`config.mk`:
```
export PLATFORM = sky130hd
export DESIGN_NAME = integer_idct_8x8
export DESIGN_NICKNAME = d
export VERILOG_FILES = /design/src/sv/idct_pkg.sv /design/src/sv/idct_front.sv /design/src/sv/idct_engine.sv /design/src/sv/integer_idct_8x8.sv
export SDC_FILE = /design/constraint.sdc
export NUM_CORES = 2
export LEC_CHECK = 0
export BUFFER_PORTS_ARGS = -buffer_cell sky130_fd_sc_hd__buf_2
export CAP_MARGIN = 20
export CORE_MARGIN = 3
export CORE_UTILIZATION = 62
export DETAILED_ROUTE_END_ITERATION = 12
export PLACE_DENSITY = 0.75
export SYNTH_ARGS = -nofsm -noshare
export SYNTH_HDL_FRONTEND = slang
export SYNTH_SLANG_ARGS = --single-unit
```
`constraint.sdc`:
```
create_clock -name clk -period 9.4 [get_ports clk]
set_input_delay 1.88 -clock clk [delete_from_list [all_inputs] [get_ports clk]]
set_output_delay 1.88 -clock clk [all_outputs]
set_load 0.005 [all_outputs]
```
`src/sv/idct_pkg.sv`:
```
// shared types, constants and the folded idct coefficient table for the 8x8 integer idct
// no dependencies
package idct_pkg;

  localparam int CoeffW  = 12;
  localparam int SampleW = 16;
  localparam int RowW    = 20;
  localparam int FifoDepthDefault = 4;

  localparam int ConstBits = 13;
  localparam int PassBits  = 2;
  localparam int RowShift  = ConstBits - PassBits;
  localparam int ColShift  = ConstBits + PassBits + 3;

  localparam int AccW = 40;

  typedef struct packed {
    logic signed [CoeffW-1:0] coeff_value;
    logic [5:0]               position;
    logic                     end_block;
  } in_item_t;

  typedef struct packed {
    logic signed [SampleW-1:0] sample;
    logic                      last_sample;
  } out_item_t;

  typedef enum logic [1:0] {
    ST_IDLE, ST_ROWS, ST_COLS, ST_EMIT
  } eng_state_t;

  typedef logic signed [AccW-1:0] acc_t;
  typedef logic signed [15:0]     coef_t;
  typedef coef_t [0:7]            coef_row_t;

  // loeffler butterfly folded into one integer matrix, 2^13 scale, no descale
  // row k gives output k, entry n weights input n
  function automatic coef_t idct_coef(input logic [2:0] k, input logic [2:0] n);
    coef_row_t row;
    unique case (k)
      3'd0: row = {16'sd8192, 16'sd11363, 16'sd10703, 16'sd9633,
                   16'sd8192, 16'sd6437, 16'sd4433, 16'sd2260};
      3'd1: row = {16'sd8192, 16'sd9633, 16'sd4433, -16'sd2259,
                   -16'sd8192, -16'sd11362, -16'sd10704, -16'sd6436};
      3'd2: row = {16'sd8192, 16'sd6437, -16'sd4433, -16'sd11362,
                   -16'sd8192, 16'sd2261, 16'sd10704, 16'sd9633};
      3'd3: row = {16'sd8192, 16'sd2260, -16'sd10703, -16'sd6436,
                   16'sd8192, 16'sd9633, -16'sd4433, -16'sd11363};
      3'd4: row = {16'sd8192, -16'sd2260, -16'sd10703, 16'sd6436,
                   16'sd8192, -16'sd9633, -16'sd4433, 16'sd11363};
      3'd5: row = {16'sd8192, -16'sd6437, -16'sd4433, 16'sd11362,
                   -16'sd8192, -16'sd2261, 16'sd10704, -16'sd9633};
      3'd6: row = {16'sd8192, -16'sd9633, 16'sd4433, 16'sd2259,
                   -16'sd8192, 16'sd11362, -16'sd10704, 16'sd6436};
      3'd7: row = {16'sd8192, -16'sd11363, 16'sd10703, -16'sd9633,
                   16'sd8192, -16'sd6437, 16'sd4433, -16'sd2260};
    endcase
    return row[n];
  endfunction

endpackage

```
`src/sv/idct_front.sv`:
```
// input side: accepts coefficient writes into a short queue
// depends on idct_pkg
module idct_front import idct_pkg::*; #(
  parameter int Depth = FifoDepthDefault
) (
  input  logic     clk,
  input  logic     rst,
  input  logic     push,
  output logic     full,
  input  in_item_t in_data,
  output logic     q_valid,
  input  logic     q_take,
  output in_item_t q_data
);
  localparam int AW = $clog2(Depth);

  in_item_t        mem [Depth];
  logic [AW-1:0]   wr_ptr, rd_ptr;
  logic [AW:0]     count;
  logic            do_push, do_pop;

  assign full    = (count == (AW+1)'(Depth));
  assign q_valid = (count != '0);
  assign q_data  = mem[rd_ptr];
  assign do_push = push && !full;
  assign do_pop  = q_take && q_valid;

  // queue storage
  always_ff @(posedge clk) begin
    if (do_push) begin
      mem[wr_ptr] <= in_data;
    end
  end

  // pointers and fill count
  always_ff @(posedge clk) begin
    if (rst) begin
      wr_ptr <= '0;
      rd_ptr <= '0;
      count  <= '0;
    end else begin
      if (do_push) wr_ptr <= (wr_ptr == AW'(Depth-1)) ? '0 : wr_ptr + 1'b1;
      if (do_pop)  rd_ptr <= (rd_ptr == AW'(Depth-1)) ? '0 : rd_ptr + 1'b1;
      count <= count + (AW+1)'(do_push) - (AW+1)'(do_pop);
    end
  end
endmodule

```
`src/sv/idct_engine.sv`:
```
// back side: coefficient store, row and column passes on one shared mac, sample output
// depends on idct_pkg
module idct_engine import idct_pkg::*; (
  input  logic      clk,
  input  logic      rst,
  input  logic      q_valid,
  output logic      q_take,
  input  in_item_t  q_data,
  output logic      empty,
  input  logic      pop,
  output out_item_t out_data
);
  localparam int         ProdW  = RowW + 16;
  localparam logic [3:0] PhLast = 4'd9;

  eng_state_t state, state_next;

  logic signed [CoeffW-1:0]  cstore [64];
  logic [63:0]               cvalid;
  logic signed [RowW-1:0]    rstore [64];
  logic [5:0]                oidx;     // output index, row-major
  logic [3:0]                ph;       // phase within one output
  logic [5:0]                caddr, raddr;
  logic signed [RowW-1:0]    rd_data;
  logic [2:0]                rd_n;
  logic [2:0]                ck;
  coef_t                     coef;
  logic signed [ProdW-1:0]   prod;
  acc_t                      acc, row_round, col_round;
  logic signed [SampleW-1:0] col_sat, out_sample;
  logic                      mac_en, row_done, col_done;

  // operand addresses: row pass walks a row, column pass walks a column
  assign caddr = {oidx[5:3], ph[2:0]};
  assign raddr = {ph[2:0], oidx[2:0]};
  assign ck    = (state == ST_ROWS) ? oidx[2:0] : oidx[5:3];
  assign coef  = idct_coef(ck, rd_n);

  // 20 x 16 signed product
  assign prod = ProdW'(rd_data) * ProdW'(coef);

  assign mac_en   = (state == ST_ROWS || state == ST_COLS) && ph != 4'd0 && ph != PhLast;
  assign row_done = (state == ST_ROWS) && (ph == PhLast);
  assign col_done = (state == ST_COLS) && (ph == PhLast);

  // round, descale and saturate
  always_comb begin
    row_round = (acc + (acc_t'(1) <<< (RowShift-1))) >>> RowShift;
    col_round = (acc + (acc_t'(1) <<< (ColShift-1))) >>> ColShift;
    if (col_round > acc_t'(32767))       col_sat = 16'sh7fff;
    else if (col_round < acc_t'(-32768)) col_sat = 16'sh8000;
    else                                 col_sat = col_round[SampleW-1:0];
  end

  // sequencer
  always_comb begin
    state_next = state;
    q_take = 1'b0;
    unique case (state)
      ST_IDLE: begin
        q_take = q_valid;
        if (q_valid && q_data.end_block) state_next = ST_ROWS;
      end
      ST_ROWS: if (row_done && oidx == 6'd63) state_next = ST_COLS;
      ST_COLS: if (col_done) state_next = ST_EMIT;
      ST_EMIT: begin
        if (pop) state_next = (oidx == 6'd63) ? ST_IDLE : ST_COLS;
      end
      default: state_next = ST_IDLE;
    endcase
  end

  assign empty = (state != ST_EMIT);
  assign out_data.sample = out_sample;
  assign out_data.last_sample = (oidx == 6'd63);

  // state, output index and phase
  always_ff @(posedge clk) begin
    if (rst) begin
      state <= ST_IDLE;
      oidx  <= '0;
      ph    <= '0;
    end else begin
      state <= state_next;
      unique case (state)
        ST_IDLE: begin
          oidx <= '0;
          ph   <= '0;
        end
        ST_ROWS: begin
          if (ph == PhLast) begin
            ph   <= '0;
            oidx <= oidx + 1'b1;
          end else begin
            ph <= ph + 1'b1;
          end
        end
        ST_COLS: ph <= (ph == PhLast) ? 4'd0 : ph + 1'b1;
        ST_EMIT: if (pop) oidx <= oidx + 1'b1;
        default: ;
      endcase
    end
  end

  // coefficient store writes
  always_ff @(posedge clk) begin
    if (state == ST_IDLE && q_valid) begin
      cstore[q_data.position] <= q_data.coeff_value;
    end
  end

  // written marks, dropped once the row pass has read the block
  always_ff @(posedge clk) begin
    if (rst) begin
      cvalid <= '0;
    end else if (row_done && oidx == 6'd63) begin
      cvalid <= '0;
    end else if (state == ST_IDLE && q_valid) begin
      cvalid[q_data.position] <= 1'b1;
    end
  end

  // registered operand read, unwritten coefficients read as zero
  always_ff @(posedge clk) begin
    if (state == ST_ROWS) begin
      rd_data <= cvalid[caddr] ? RowW'(cstore[caddr]) : '0;
    end else begin
      rd_data <= rstore[raddr];
    end
    rd_n <= ph[2:0];
  end

  // multiply-accumulate over the eight operands
  always_ff @(posedge clk) begin
    if (mac_en) begin
      acc <= ((ph == 4'd1) ? acc_t'(0) : acc) + acc_t'(prod);
    end
  end

  // row pass results and output sample
  always_ff @(posedge clk) begin
    if (row_done) begin
      rstore[oidx] <= row_round[RowW-1:0];
    end
    if (col_done) begin
      out_sample <= col_sat;
    end
  end
endmodule

```
`src/sv/integer_idct_8x8.sv`:
```
// throughput: one coefficient beat per cycle while idle; the row pass, the column pass and
// the samples all run on the one shared mac, so the next block is read in only once the
// last sample of the current block has been popped
// reset: rst synchronous, clears queue, sequencer and coefficient written marks
// top level, depends on idct_pkg, idct_front, idct_engine
module integer_idct_8x8 import idct_pkg::*; #(
  parameter int FifoDepth = FifoDepthDefault
) (
  input  logic      clk,
  input  logic      rst,
  input  logic      push,
  output logic      full,
  input  in_item_t  in_data,
  output logic      empty,
  input  logic      pop,
  output out_item_t out_data
);
  logic     q_valid, q_take;
  in_item_t q_data;

  idct_front #(.Depth(FifoDepth)) u_front (
    .clk, .rst, .push, .full, .in_data, .q_valid, .q_take, .q_data
  );

  idct_engine u_engine (
    .clk, .rst, .q_valid, .q_take, .q_data, .empty, .pop, .out_data
  );
endmodule

```
; ---- After elaboration in Yosys (flattened, before gate mapping)
; Memory sizes are Yosys's and may differ from the RTL's. A register that Yosys moved wholly into a read port is not among the register bits.
; Index checks and enable logic that the tools add are counted.
[classes]
add_sub_neg = 9
mul = 1
magnitude_cmp = 6
eq_ne = 16
mux = 34
bitwise = 2
reduce_logical = 21
[ops]
columns = op, count
row1 = $or 64x64->64, 1
row2 = $bmux 16 s3, 1
row3 = $mux 16, 3
row4 = $add 40x19->40 const B, 1
row5 = $add 40x36->40, 1
row6 = $mux 20, 2
row7 = $mux 40, 1
row8 = $mul 20x16->36, 1
row9 = $add 31x12->31 const B, 1
row10 = $gt 22x16->1 const B, 1
row11 = $lt 22x16->1 const B, 1
row12 = $mux 2, 9
row13 = $pmux 6 s3, 1
row14 = $lt 6x7->1 const B, 2
row15 = $mux 6, 2
row16 = $logic_and 1x1->1, 10
row17 = $mux 1, 9
row18 = $eq 2x2->1 const B, 4
row19 = $ne 2x2->1 const B, 4
row20 = $pmux 2 s4, 1
row21 = $pmux 4 s2, 1
row22 = $add 6x1->6 const B, 1
row23 = $bmux 1 s6, 1
row24 = $demux 1 s6, 1
row25 = other kinds (25), 29
[totals]
register_bits = 162
mem_bits_rw = 2124
mem_bits_ro = 776
inputBits = 23
out_inout_bits = 19
wordCells = 104
n_memories = 4
[memory_table]
columns = memory, depth, word_bits, rd, rd_clocked_by_memory_dff, write_ports, line
row1 = u_engine.rstore, 64, 20, 1, 0, 1, idct_engine.sv:20  ; logic signed [RowW-1:0] rstore [64];
row2 = (no name shown), 8, 97, 1, 0, 0, idct_pkg.sv:40  ; unique case (k)
row3 = u_engine.cstore, 64, 12, 1, 0, 1, idct_engine.sv:18  ; logic signed [CoeffW-1:0] cstore [64];
row4 = u_front.mem, 4, 19, 1, 1, 1, idct_front.sv:17  ; in_item_t mem [Depth];

; ---- Logic depth before layout (Yosys ltp)
; An unclocked memory read counts as a cell.
[depth]
ltp_word = 8
ltp_mapped = 36
depth_no_buf = 33

; ---- Hierarchy
; From an unflattened synthesis, not the netlist that was laid out.
[unflattened]
cells_unflattened = 6146
area_unflattened_um2 = 101308.4
[by_module_without_submodules]
columns = module, n_inst, cells_each, area_per_inst_um2, seq_area_each_um2
row1 = idct_engine, 1, 5997, 98079.1, 65162.5
row2 = idct_front, 1, 149, 3229.3, 2462.4

; ---- Worst setup path before layout
; Ideal clock, no wire load.
[synth_timing]
path_kind = flip-flop to flip-flop
start = register u_engine.state[1]
end = register u_engine.acc[31], data pin
setup_time_ps = 259
t_arrival_ps = 7739
required_ps = 9141
slack_ps = 1402
stages_incl_launch_ff = 33
n_path_buf = 4
synth_period_minus_slack_ps = 7998
path_cell_list = dfxtp_1 -> inv_1 -> ha_1 -> buf_2 -> mux2i_1 -> buf_2 -> inv_1 -> clkbuf_1 -> ha_1 -> o22ai_1 -> a21oi_1 -> o21ai_1 -> a31oi_2 -> inv_1 -> clkbuf_1 -> and2_1 -> fa_1 -> fa_1 -> fa_1 -> fa_1 -> fa_1 -> inv_1 -> fa_1 -> inv_1 -> ha_1 -> and3_1 -> and3_1 -> a221oi_1 -> a2bb2oi_1 -> o21ai_0 -> or2_2 -> a21oi_1 -> xnor2_1
[synth_via]
elab_chain_len = 8
[synth_lines]
columns = item, line
row1 = from (decl), idct_engine.sv:16  ; eng_state_t state, state_next;
row2 = from (signal assigned), idct_engine.sv:84  ; state <= state_next;
row3 = $eq 2x1->1, idct_engine.sv:36  ; assign ck = (state == ST_ROWS) ? oidx[2:0] : oidx[5:3];
row4 = $mux 3, idct_engine.sv:36
row5 = $mem_v2 8x97, --
row6 = $bmux 16 s3, idct_pkg.sv:58  ; return row[n];
row7 = $mux 16 (implied by the code) (2 in a row), idct_pkg.sv:58
row8 = $mul 20x16->36, idct_engine.sv:40  ; assign prod = ProdW'(rd_data) * ProdW'(coef);
row9 = $add 40x36->40, idct_engine.sv:136  ; acc <= ((ph == 4'd1) ? acc_t'(0) : acc) + acc_t'(prod);
row10 = to (signal assigned), idct_engine.sv:136
row11 = to (decl), idct_engine.sv:29  ; acc_t acc, row_round, col_round;
; Every way passes these cells. The select of a mux whose other input is x is not followed.
; A chain may end at the register's enable or synchronous reset.

; ---- Worst setup path in the final report
[layout_timing]
start = register u_engine.state[1]
end = register u_engine.acc[36], data pin
; The elaborated chain is that of the path after synthesis.

==> flow_summary.json <==
{
  "hpwl_um": 158000,
  "drt_iter0_markers": 7938,
  "path_class": "flop to flop",
  "required_ns": 9.95,
  "critical_path.slowest_cell": "fa_1",
  "syn_nets": 6752,
  "ios": 42,
  "setup_viol": 0,
  "grt_pass1_vias": 59000,
  "route.vias.total": 58200,
  "routed_wl_um": 263000,
  "rsz0062_at_grt": "no",
  "area_delta_synth_final_pct": 11.0,
  "crit_path_end_kind": "flop",
  "dr.pass1.iters": 8,
  "cts_tree": "built",
  "clk_pin_slew_ns": 0.06,
  "synthFlopType": "edfxtp_1",
  "syn-instance-count": 6212,
  "synthArstFlopShare_pct": 0,
  "yosys-top-cells-area": "edfxtp_1, fa_1, mux4_2, a22oi_1, dfxtp_1",
  "synth_edf_count": 2180,
  "antenna_found_initial": 19,
  "clkLatencyLatePin_ns": 0.85,
  "fin_setup_tns_ns": 0,
  "ys_types": 73,
  "cp_max_fo": 20,
  "fin_ws_ns": 0.435,
  "use_met2_pct": 49.9,
  "grt_use_met1_pct": 42.5,
  "fin_crit_sh_pct": 95.4,
  "nFillCells": 10100,
  "cts.sinks": 2288,
  "globalRouteMet3Util_pct": 7.34,
  "numCtsBuffers": 212,
  "grt_overflow": 0,
  "syn_area_mm2": 0.101,
  "crit_arrival_ns": 9.51,
  "cts_root_buf": "clkbuf_16",
  "skew_ns": 0.0577,
  "seq_area_frac_synth_pct": 66.8,
  "final_layout_size_suffix_gt1_share_pct": 16.2,
  "start_util_pct": 62.7,
  "holdBufCountCts": 0,
  "io_buffers": 41,
  "cap_violations": 0,
  "grt_first_pass_wirelength_um": 389000,
  "grt-busiest-layer": "met2",
  "nNetsFinal": 6921,
  "synth-seq-cells": 2288,
  "fmax_mhz": 112,
  "place.gp.congestion": 0.899,
  "grtUsageTotal_pct": 31.7,
  "avgSynthCellArea_um2": 16.3,
  "start_kind": "flop",
  "pre_cts_ws_ns": 0.155,
  "std_cell_rows": 147,
  "grt_max_degree": 101,
  "clock_tree.buffer_depth": 3,
  "coreArea_mm2": 0.161,
  "routedWlPerCell_um": 30.1,
  "die_h_um": 410,
  "slowest_delay_ns": 0.65,
  "cellPowerDensity_mw_per_mm2": 326,
  "status": "completed",
  "worst_slew_pin_slew_ns": 1.16,
  "hp-class": "flop to flop",
  "finalWorstPathRequiredPeriod_ns": 8.96,
  "drv_slew": 0,
  "synth_top_area_share_pct": 64.7,
  "hold_viol": 0,
  "die_area_mm2": 0.168,
  "ir_worst_vdd_mv": 0.534,
  "yosysWarningCount": 0,
  "yosys.area.top_type": "edfxtp_1",
  "htree_num_levels": 4,
  "p_leak_nw": 37.9,
  "drcViolationCount": 0,
  "ant_nets": 0,
  "detail_route.vias_per_cell": 6.67,
  "slew_headroom_pct": 22.2,
  "die_x_um": 410
}
## per-layer routing
| metal | share of wire (%) | wire length, um | up-vias |
|---|---|---|---|
| met3 | 11 | 29900 | 634 |
| li1 | - | - | 24000 |
| met1 | 36 | 94800 | 29800 |
| met4 | 5.3 | 13800 | 4 |
| met5 | 0.0091 | 24 | - |
| met2 | 47 | 124000 | 3738 |
## worst max-delay path, delay by kind of cell (launching register included)
kind	cells	cell delay [ns]
AO/OA/AOI/OAI	7	1.91
XOR/XNOR	1	0.11
adder cells (fa/ha/maj)	9	4.00
buffers and inverters	6	0.56
flip-flops	1	0.38
multiplexers	1	0.47
AND/OR/NAND/NOR	6	1.26
## layout by cell type (no fill, tap or decap), types with 43 or more instances in the layout
cell type,instances
xnor2_1,43
dfxtp_1,100
and2_1,175
ha_1,140
nand3_1,82
nand2_1,281
inv_1,428
nor2_2,60
clkbuf_16,214
buf_4,247
a22oi_1,330
mux2i_1,110
nand4_1,61
a21oi_1,200
nor2b_1,77
mux4_2,277
mux2_2,44
o21ai_0,116
edfxtp_1,2180
nor2_1,197
a221oi_1,79
fa_1,376
a22o_1,69
o21a_1,68
## sequential cells by signal (all words and copies together), names as in the netlist, 4 cells and up, named ones only
register,count
u_engine.acc,40
u_engine.cstore,768
u_engine.cvalid,64
u_engine.oidx,6
u_engine.out_sample,16
u_engine.ph,4
u_engine.rd_data,20
u_engine.rstore,1280
u_front.mem,76
## cell families (layout without fill, tap and decap cells)
logic type	Yosys count	count (layout)	share of synthesized area (%)
DFF	2288	2288	66.8
AOI/OAI and AO/OA	1088	1088	7.49
and+or+nand+nor	1023	1023	4.90
buffers and inverters	780	1126	3.10
adders and majority gates	517	517	9.18
muxes	432	432	7.75
xor gates and xnor gates	84	84	0.727
other	0	7	0
## layout make-up
cell class                 instances  area [um^2]  area share (%)
sequential                      2288        67600            60.3
multi-input combinational       3144        30900            27.5
clock buffer                     259         5600            4.99
tap                             2160         2700            2.41
timing repair buffer             302         2300            2.05
inverter                         432         1630            1.45
clock inverter                   132         1440            1.28
antenna                            7         17.5          0.0156
timing repair inverter             1         7.51         0.00669
## cell usage after synthesis (21+ instances only)
master / number
a22oi_1: 330
ha_1: 141
nand4_1: 61
a31oi_1: 21
inv_1: 430
xnor2_1: 55
nor2b_1: 78
nor2_1: 262
buf_2: 83
clkbuf_1: 199
mux2i_1: 111
mux2_2: 44
fa_1: 376
a21oi_1: 201
and2_1: 177
dfxtp_1: 108
o211ai_1: 42
buf_1: 48
edfxtp_1: 2180
o21a_1: 69
xor2_1: 29
nand2_1: 282
a221oi_1: 80
o22ai_1: 33
a22o_1: 69
nand3_1: 82
mux4_2: 277
o21ai_0: 124
## through the flow
stage	hold slack (ns)	total power, W	instance area (um^2)	std cells	util, %
floorplan	0.363	0.0237	101000	6212	-
global placement	0.440	0.0275	105000	8314	65.1
detailed placement	0.451	0.0279	105000	8317	65.1
CTS	0.464	0.0365	112000	8708	69.5
global route	0.479	0.0388	112000	8718	69.6
finish	0.462	0.0366	112000	8725	69.6
## what timing repair did
item                                   CTS  global route
setup endpoints to repair                0            12
gates resized for setup                  0             9
endpoints found under the hold margin    0             0
setup buffers                            0             2
## final timing paths
check	start	cells past startpoint	slack, ns	endpoint
worst min-delay path	u_engine.cvalid[51]$_SDFFE_PP0P_	1	0.46	u_engine.cvalid[51]$_SDFFE_PP0P_
worst max-delay path	u_engine.state[1]$_SDFFE_PP0P_	30	0.44	u_engine.acc[36]$_DFFE_PP_
worst min register to register	u_engine.cvalid[51]$_SDFFE_PP0P_	1	0.46	u_engine.cvalid[51]$_SDFFE_PP0P_
worst max register to register	u_engine.state[1]$_SDFFE_PP0P_	30	0.44	u_engine.acc[36]$_DFFE_PP_
## report_power, final
part	internal [W]	switching (W)	total [W]
logic	0.00545	0.00891	0.0144
registers	0.0131	0.000452	0.0136
clock network	0.00487	0.00376	0.00863
total	0.0234	0.0131	0.0366
Note: power is estimated with default switching activity, not from simulation.
